[config.mk]
export PLATFORM = sky130hd
export DESIGN_NAME = prefix_expression_stack_evaluator
export DESIGN_NICKNAME = d
export VERILOG_FILES = /design/src/rtl/core/pes_pkg.sv /design/src/rtl/core/pes_ram.sv /design/src/rtl/core/pes_div.sv /design/src/rtl/core/prefix_expression_stack_evaluator.sv
export SDC_FILE = /design/constraint.sdc
export NUM_CORES = 2
export LEC_CHECK = 0
export BUFFER_PORTS_ARGS = -buffer_cell sky130_fd_sc_hd__buf_2
export CAP_MARGIN = 20
export CORE_UTILIZATION = 33
export CTS_CLUSTER_DIAMETER = 40
export CTS_CLUSTER_SIZE = 10
export DETAILED_ROUTE_END_ITERATION = 12
export GPL_TIMING_DRIVEN = 0
export SLEW_MARGIN = 20
export SYNTH_ARGS = -nofsm -noshare
export SYNTH_HDL_FRONTEND = slang
export SYNTH_HIERARCHICAL = 1
export SYNTH_SLANG_ARGS = --single-unit
[constraint.sdc]
create_clock -name clk -period 8.52 [get_ports clk]
set_clock_uncertainty 0.15 [all_clocks]
set_input_delay 0.852 -clock clk [delete_from_list [all_inputs] [get_ports clk]]
set_output_delay 0.852 -clock clk [all_outputs]
set_load 0.01 [all_outputs]
[src/rtl/core/pes_pkg.sv]
// Shared constants, types and helpers for the prefix expression stack evaluator.
`default_nettype none

package pes_pkg;

  localparam int STACK_DEPTH = 64;
  localparam int DATA_W      = 32;
  localparam int ADDR_W      = $clog2(STACK_DEPTH);
  localparam int CNT_W       = $clog2(STACK_DEPTH + 1);
  localparam int STATUS_W    = 3;

  localparam logic [7:0] CH_ADD  = 8'h2B;  // '+'
  localparam logic [7:0] CH_SUB  = 8'h2D;  // '-'
  localparam logic [7:0] CH_MUL  = 8'h2A;  // '*'
  localparam logic [7:0] CH_DIV  = 8'h2F;  // '/'
  localparam logic [7:0] CH_ZERO = 8'h30;  // '0'

  localparam logic [STATUS_W-1:0] ST_OK        = 3'd0;
  localparam logic [STATUS_W-1:0] ST_UNDERFLOW = 3'd1;
  localparam logic [STATUS_W-1:0] ST_OVERFLOW  = 3'd2;
  localparam logic [STATUS_W-1:0] ST_DIVZERO   = 3'd3;
  localparam logic [STATUS_W-1:0] ST_EMPTY     = 3'd4;

  typedef struct packed {
    logic              start;
    logic [DATA_W-1:0] dividend;
    logic [DATA_W-1:0] divisor;
  } div_req_t;

  typedef struct packed {
    logic              done;
    logic [DATA_W-1:0] quotient;
  } div_rsp_t;

  function automatic logic is_op(input logic [7:0] c);
    return (c == CH_ADD) || (c == CH_SUB) || (c == CH_MUL) || (c == CH_DIV);
  endfunction

endpackage

`default_nettype wire

[src/rtl/core/pes_ram.sv]
// Generic single-write, single-read RAM with registered read data.
`default_nettype none

module pes_ram #(
  parameter int WIDTH = 32,
  parameter int DEPTH = 64
) (
  input  wire logic                     clk,
  input  wire logic                     we,
  input  wire logic [$clog2(DEPTH)-1:0] waddr,
  input  wire logic [WIDTH-1:0]         wdata,
  input  wire logic                     re,
  input  wire logic [$clog2(DEPTH)-1:0] raddr,
  output logic      [WIDTH-1:0]         rdata
);

  logic [WIDTH-1:0] mem [DEPTH];

  always_ff @(posedge clk) begin
    if (we) begin
      mem[waddr] <= wdata;
    end
    if (re) begin
      rdata <= mem[raddr];
    end
  end

endmodule

`default_nettype wire

[src/rtl/core/pes_div.sv]
// Iterative signed divider, truncating toward zero, one quotient bit per cycle.
`default_nettype none

module pes_div (
  input  wire logic              clk,
  input  wire logic              rst,
  input  wire pes_pkg::div_req_t req,
  output pes_pkg::div_rsp_t      rsp
);

  localparam int W = pes_pkg::DATA_W;

  logic [W-1:0]         rem;
  logic [W-1:0]         quo;
  logic [W-1:0]         den;
  logic                 neg;
  logic                 busy;
  logic                 done;
  logic [$clog2(W)-1:0] cnt;

  logic [W:0]   shifted;
  logic [W:0]   diff;
  logic         ge;
  logic [W-1:0] mag_a;
  logic [W-1:0] mag_b;

  assign mag_a   = req.dividend[W-1] ? (W'(0) - req.dividend) : req.dividend;
  assign mag_b   = req.divisor[W-1]  ? (W'(0) - req.divisor)  : req.divisor;
  assign shifted = {rem, quo[W-1]};
  assign diff    = shifted - {1'b0, den};
  assign ge      = !diff[W];

  always_ff @(posedge clk) begin
    if (rst) begin
      busy <= 1'b0;
      done <= 1'b0;
    end else begin
      done <= 1'b0;
      if (req.start) begin
        busy <= 1'b1;
      end else if (busy && cnt == '0) begin
        busy <= 1'b0;
        done <= 1'b1;
      end
    end
  end

  always_ff @(posedge clk) begin
    if (req.start) begin
      rem <= '0;
      quo <= mag_a;
      den <= mag_b;
      neg <= req.dividend[W-1] ^ req.divisor[W-1];
      cnt <= '1;
    end else if (busy) begin
      rem <= ge ? diff[W-1:0] : shifted[W-1:0];
      quo <= {quo[W-2:0], ge};
      cnt <= cnt - 1'b1;
    end
  end

  // {done, quotient}
  assign rsp = {done, (neg ? (W'(0) - quo) : quo)};

endmodule

`default_nettype wire

[src/rtl/core/prefix_expression_stack_evaluator.sv]
// Steps: a push or an error character is handled in S_IDLE alone; '+', '-' and '*' read
//   the right operand from memory and execute in S_EXEC; '/' with a nonzero divisor then
//   waits in S_DIV for the bit-serial divider. A character is taken only in S_IDLE,
//   so the divider sets the worst case; a final character also loads the output register.
// Reset (rst, synchronous, active high) empties the stack, clears the error and drops any
//   pending result; stack memory contents are not cleared and need no clearing pass.
`default_nettype none

module prefix_expression_stack_evaluator (
  input  wire logic        clk,
  input  wire logic        rst,
  // input characters
  input  wire logic        s_tvalid,
  output logic             s_tready,
  input  wire logic [7:0]  s_tdata,   // [7:0] ch
  input  wire logic        s_tlast,   // last character of the expression
  // results
  output logic             m_tvalid,
  input  wire logic        m_tready,
  output logic [31:0]      m_tdata,   // [31:0] value
  output logic [2:0]       m_tuser    // [2:0] status
);

  localparam int W  = pes_pkg::DATA_W;
  localparam int AW = pes_pkg::ADDR_W;
  localparam int CW = pes_pkg::CNT_W;

  // One-hot sequencer.
  typedef enum logic [3:0] {
    S_IDLE = 4'b0001,  // ready for a character
    S_EXEC = 4'b0010,  // second operand back from memory
    S_DIV  = 4'b0100,  // waiting on the divider
    S_FIN  = 4'b1000   // final character: hand result to output register
  } state_t;

  state_t                           state, state_next;
  logic [CW-1:0]                    count, count_next;
  logic [pes_pkg::STATUS_W-1:0]     err, err_next;
  logic [W-1:0]                     top, top_next;   // top of stack lives here
  logic [7:0]                       op, op_next;
  logic                             last_q, last_next;

  logic          ram_we;
  logic [AW-1:0] ram_waddr;
  logic [W-1:0]  ram_wdata;
  logic          ram_re;
  logic [AW-1:0] ram_raddr;
  logic [W-1:0]  ram_rdata;

  pes_pkg::div_req_t div_req;
  pes_pkg::div_rsp_t div_rsp;

  logic out_load;
  logic done_state_is_fin;

  // The memory holds entries 0 .. count-2; entry count-1 is kept in 'top', so an
  // operator needs a single memory read for its right operand. A push spills the
  // old top to memory. Reads and writes never fall in the same cycle, so no
  // forwarding is needed.
  pes_ram #(
    .WIDTH (W),
    .DEPTH (pes_pkg::STACK_DEPTH)
  ) u_stack (
    .clk   (clk),
    .we    (ram_we),
    .waddr (ram_waddr),
    .wdata (ram_wdata),
    .re    (ram_re),
    .raddr (ram_raddr),
    .rdata (ram_rdata)
  );

  pes_div u_div (
    .clk (clk),
    .rst (rst),
    .req (div_req),
    .rsp (div_rsp)
  );

  assign s_tready  = (state == S_IDLE);
  assign ram_waddr = AW'(count - CW'(1));
  assign ram_raddr = AW'(count - CW'(2));
  assign ram_wdata = top;

  // Where a character goes once its stack work is done.
  assign done_state_is_fin = last_q;

  always_comb begin
    state_next       = state;
    count_next       = count;
    err_next         = err;
    top_next         = top;
    op_next          = op;
    last_next        = last_q;
    ram_we           = 1'b0;
    ram_re           = 1'b0;
    div_req.start    = 1'b0;
    div_req.dividend = top;        // left operand
    div_req.divisor  = ram_rdata;  // right operand
    out_load         = 1'b0;

    case (state)
      S_IDLE: begin
        if (s_tvalid) begin
          op_next    = s_tdata;
          last_next  = s_tlast;
          state_next = s_tlast ? S_FIN : S_IDLE;
          if (err != pes_pkg::ST_OK) begin
            // expression already failed: ignore the rest of it
          end else if (pes_pkg::is_op(s_tdata)) begin
            if (count < CW'(2)) begin
              err_next   = pes_pkg::ST_UNDERFLOW;
              count_next = '0;
            end else begin
              ram_re     = 1'b1;
              state_next = S_EXEC;
            end
          end else if (count >= CW'(pes_pkg::STACK_DEPTH)) begin
            err_next   = pes_pkg::ST_OVERFLOW;
            count_next = '0;
          end else begin
            ram_we     = (count != '0);
            top_next   = {{(W-8){1'b0}}, s_tdata} - {{(W-8){1'b0}}, pes_pkg::CH_ZERO};
            count_next = count + CW'(1);
          end
        end
      end

      S_EXEC: begin
        state_next = done_state_is_fin ? S_FIN : S_IDLE;
        case (op)
          pes_pkg::CH_ADD: begin
            top_next   = top + ram_rdata;
            count_next = count - CW'(1);
          end
          pes_pkg::CH_SUB: begin
            top_next   = top - ram_rdata;
            count_next = count - CW'(1);
          end
          pes_pkg::CH_MUL: begin
            top_next   = top * ram_rdata;  // low 32 bits, wraps
            count_next = count - CW'(1);
          end
          pes_pkg::CH_DIV: begin
            if (ram_rdata == '0) begin
              err_next   = pes_pkg::ST_DIVZERO;
              count_next = '0;
            end else begin
              div_req.start = 1'b1;
              state_next    = S_DIV;
            end
          end
          default: begin
          end
        endcase
      end

      S_DIV: begin
        if (div_rsp.done) begin
          top_next   = div_rsp.quotient;
          count_next = count - CW'(1);
          state_next = done_state_is_fin ? S_FIN : S_IDLE;
        end
      end

      S_FIN: begin
        // Wait here only if the previous result has not been taken yet.
        if (!m_tvalid || m_tready) begin
          out_load   = 1'b1;
          count_next = '0;
          err_next   = pes_pkg::ST_OK;
          state_next = S_IDLE;
        end
      end

      default: begin
        state_next = S_IDLE;
      end
    endcase
  end

  always_ff @(posedge clk) begin
    if (rst) begin
      state  <= S_IDLE;
      count  <= '0;
      err    <= pes_pkg::ST_OK;
      last_q <= 1'b0;
    end else begin
      state  <= state_next;
      count  <= count_next;
      err    <= err_next;
      last_q <= last_next;
    end
  end

  always_ff @(posedge clk) begin
    top <= top_next;
    op  <= op_next;
  end

  // Output register: decouples result delivery from the character side.
  always_ff @(posedge clk) begin
    if (rst) begin
      m_tvalid <= 1'b0;
    end else if (out_load) begin
      m_tvalid <= 1'b1;
    end else if (m_tready) begin
      m_tvalid <= 1'b0;
    end
  end

  always_ff @(posedge clk) begin
    if (out_load) begin
      if (err != pes_pkg::ST_OK) begin
        m_tdata <= '0;
        m_tuser <= err;
      end else if (count == '0) begin
        m_tdata <= '0;
        m_tuser <= pes_pkg::ST_EMPTY;
      end else begin
        m_tdata <= top;
        m_tuser <= pes_pkg::ST_OK;
      end
    end
  end

endmodule

`default_nettype wire

==> results.toml <==
[clock_tree]
htreeDepth = 5
cts_tree = "done"
cts-buffers-inserted = 316
cts_max_path_buffers = 4
cts_sinks = 2274
clock_latency_ns = 0.90
hold_buffers = 0
clk_pin_slew_ns = 0.06
cts_root_buf = "clkbuf_16"

[detailed_routing]
drc = 0
ant_nets = 0
drt_iter0_markers = 8767
via_count = 66400
viasPerCell = 5.58
dr.pass1.iters = 7
wl_um = 360000
wire_per_inst_um = 30.2

[timing]
fmax_ghz = 0.119
drv_slew = 0
fin_ws_ns = 0.103
worst_slew_pin_slew_ns = 1.38
fin_crit_ns = 8.42
holdWs_ns = 0.119
rsz0062_at_grt = "true"
final_hold_viol_count = 0
slew_headroom = 0.0771
period_share = 0.988
setup_viol = 0

[yosys]
syn_avg_cell_area_um2 = 16.2
ys_seq_area_frac = 0.621
syn_area_um2 = 109000
ys_warn_count = 6
async_flop_share = 0
synth_cell_types = 94
syn_nets = 7356
synth_cells = 6733
ys_ff_latch = 2274
dominantRegCellSynth = "edfxtp_1"
synth_edf_count = 2220

[floorplan]
core_area_um2 = 328000
io_pins = 50
dieArea_um2 = 333000
dieWidth_um = 577
initial_core_util = 0.332
die_h_um = 577
rows = 210

[worst_setup_path]
rr_endpoint = "ram_wdata[31]$_DFFE_PP_"
arrival_ns = 8.80
slowest_stage = "clkbuf_1"
rr_worst_depth = 23
start_kind = "register"
cp_data_required_time_ns = 8.90
cp_max_fo = 10
path_cells = "buf_8, clkbuf_1, and2_1, fa_1, ha_1, fa_1, ha_1, fa_1, inv_1, fa_1, inv_1, fa_1, fa_1, ha_2, and3_1, and3_1, nand3_1, a211oi_2, o311ai_2, a21oi_1, a31oi_1, xnor2_1, o211ai_1"
critPathMostFrequentCell = "fa_1"
r2r_slack_ns = 0.10
cpPeakStageDelay_ns = 0.93
critical_path.endpoint_type = "register"
path_class = "reg -> reg"
r2r_start = "ram_wdata[0]$_DFFE_PP_"

[global_route]
grt_overflow = 0
grtUsageTotal = 0.213
grt_start_max_net_pins = 36
antenna_found_initial = 41
grt_pass1_wl_um = 499000
first_global_vias = 66300

[placed_design]
dpl.hpwl_um = 259000
portBuffers = 49
dp_cells = 11400
post-place-ws_ns = -0.949
gp_congestion = 0.953

[final_layout]
drive_above_1_share = 0.208
stdcell_count = 11900
syn_to_final_growth_pct = 19.3
final_util = 0.396
nets = 7995

[power_and_ir_drop]
vdd_ir_drop_max_uv = 1620
p_leak_nw = 44.9
fin_total_pwr_w = 0.0515
cellPowerDensity_nw_per_um2 = 396

[hold_path]
hold_path_depth = 1
hold_path.class = "in -> reg"
holdPathEnd = "op[2]$_DFFE_PP_"
hold_start = "s_tdata[2]"

[outcome]
outcome = "finished clean"

[run]
maxCapViolCount = 0
[cell usage in the layout, fill, tap and decap left out, drive strengths merged, types with 18 or more instances in the layout]
master and n:
edfxtp 2220, clkbuf 596, mux4 544, inv 480
buf 447, nand2 411, fa 410, and2 320
nor2 302, a21oi 220, ha 200, xnor2 174
o21ai 133, mux2i 104, o22ai 89, xor2 81
clkinv 76, nor3 55, dfxtp 54, nand3 45
and3 44, o31ai 36, a21o 35, a311oi 33
o221ai 31, nor2b 30, or3 27, nand2b 24
a211oi 24, or4 21, a22oi 19, bufinv 18
[sequential cells by signal, summed over array words and instances (netlist names)]
name	flops
u_stack/mem	2048
m_tdata	32
ram_wdata	32
u_div/den	32
u_div/quo	32
u_div/rem	32
u_stack/rdata	32
op	8
count	7
u_div/cnt	5
state	4
m_tuser	3
err	2
done_state_is_fin	1
m_tvalid	1
u_div/busy	1
u_div/done	1
u_div/neg	1
[what timing repair did]
| action | 4_1_cts | 5_1_grt |
|---|---|---|
| buffers inserted | 10 | 7 |
| pin swaps | 0 | 3 |
| endpoints found under the setup margin | 15 | 11 |
| gates resized for setup | 37 | 63 |
[Yosys cell counts, types with 35 or more instances]
cell      instances  area share
ha_1            200       0.023
nand2_1         410       0.014
and2_1          316       0.018
xnor2_1         174       0.014
and3_1           44      0.0025
mux4_2          544        0.11
a21oi_1         219       0.010
inv_1           458       0.016
buf_2            57      0.0026
nand3_1          45      0.0021
o22ai_1          89      0.0051
nor2_1          300       0.010
a21o_1           35      0.0024
o21ai_0         132      0.0061
mux2i_1         104      0.0095
edfxtp_1       2220        0.61
nor3_1           52      0.0024
xor2_1           81      0.0065
fa_1            410       0.075
dfxtp_1          54      0.0099
o31ai_1          35      0.0024
clkbuf_1        246      0.0085
[area by class of cell]
cell class | count | area [µm²]
antenna | 14 | 35.0
buffer | 357 | 1680
clock buffer | 359 | 8150
clock inverter | 125 | 1340
fill | 29500 | 198000
inverter | 458 | 1720
multi-input combinational | 3638 | 38600
sequential | 2274 | 67700
tap | 4346 | 5440
timing repair buffer | 327 | 5420
[how the worst max path moves through the flow]
stage                                            from  slack (ns)                 endpoint
final                          ram_wdata[0]$_DFFE_PP_        0.10  ram_wdata[31]$_DFFE_PP_
after global routing      u_stack/rdata[18]$_DFFE_PP_       -0.03  ram_wdata[31]$_DFFE_PP_
after CTS                  u_stack/rdata[2]$_DFFE_PP_       0.003  ram_wdata[31]$_DFFE_PP_
after detailed placement       ram_wdata[4]$_DFFE_PP_       -0.95  ram_wdata[31]$_DFFE_PP_
after global placement        ram_wdata[13]$_DFFE_PP_       -2.59  ram_wdata[31]$_DFFE_PP_
after floorplan               ram_wdata[15]$_DFFE_PP_        0.50  ram_wdata[31]$_DFFE_PP_
[kinds of logic (layout without fill, tap and decap cells)]
logic type               after synthesis  in the layout  synth area share
flip-flops                          2274           2274             0.621
AND/OR/NAND/NOR                     1364           1364            0.0627
buffers and inverters                821           1626            0.0303
AO/OA/AOI/OAI                        758            758            0.0451
multiplexers                         651            651             0.122
adder cells (fa/ha/maj)              610            610            0.0982
XOR/XNOR                             255            255            0.0205
other                                  0             14                 0
[critical path, delay by kind of cell, from the launching register on]
family          cells  cell delay, ns
compound gates      5            1.04
simple gates        4            0.85
fa+ha+maj           9            3.80
buf+inv             4            1.25
flops               1            0.62
xor+xnor            1            0.36
[layer usage]
metal | global-route usage | part of all wire
met1 | 0.282 | 0.39
met2 | 0.337 | 0.46
met3 | 0.0453 | 0.10
met4 | 0.0940 | 0.050
met5 | 0.00574 | 0.0015
[report_power, final]
group / internal, W / switching [W]
logic: 0.0104 / 0.0160
registers: 0.0128 / 0.000133
clock network: 0.00736 / 0.00477
total: 0.0306 / 0.0209
[stage by stage]
stage,TNS (ns),instance area (µm²)
after floorplan,0,109000
after global placement,-88.18,115000
after detailed placement,-7.37,120000
after CTS,0,130000
after global routing,-0.0282,130000
final,0,130000
Power figures use the tool's default switching activity.
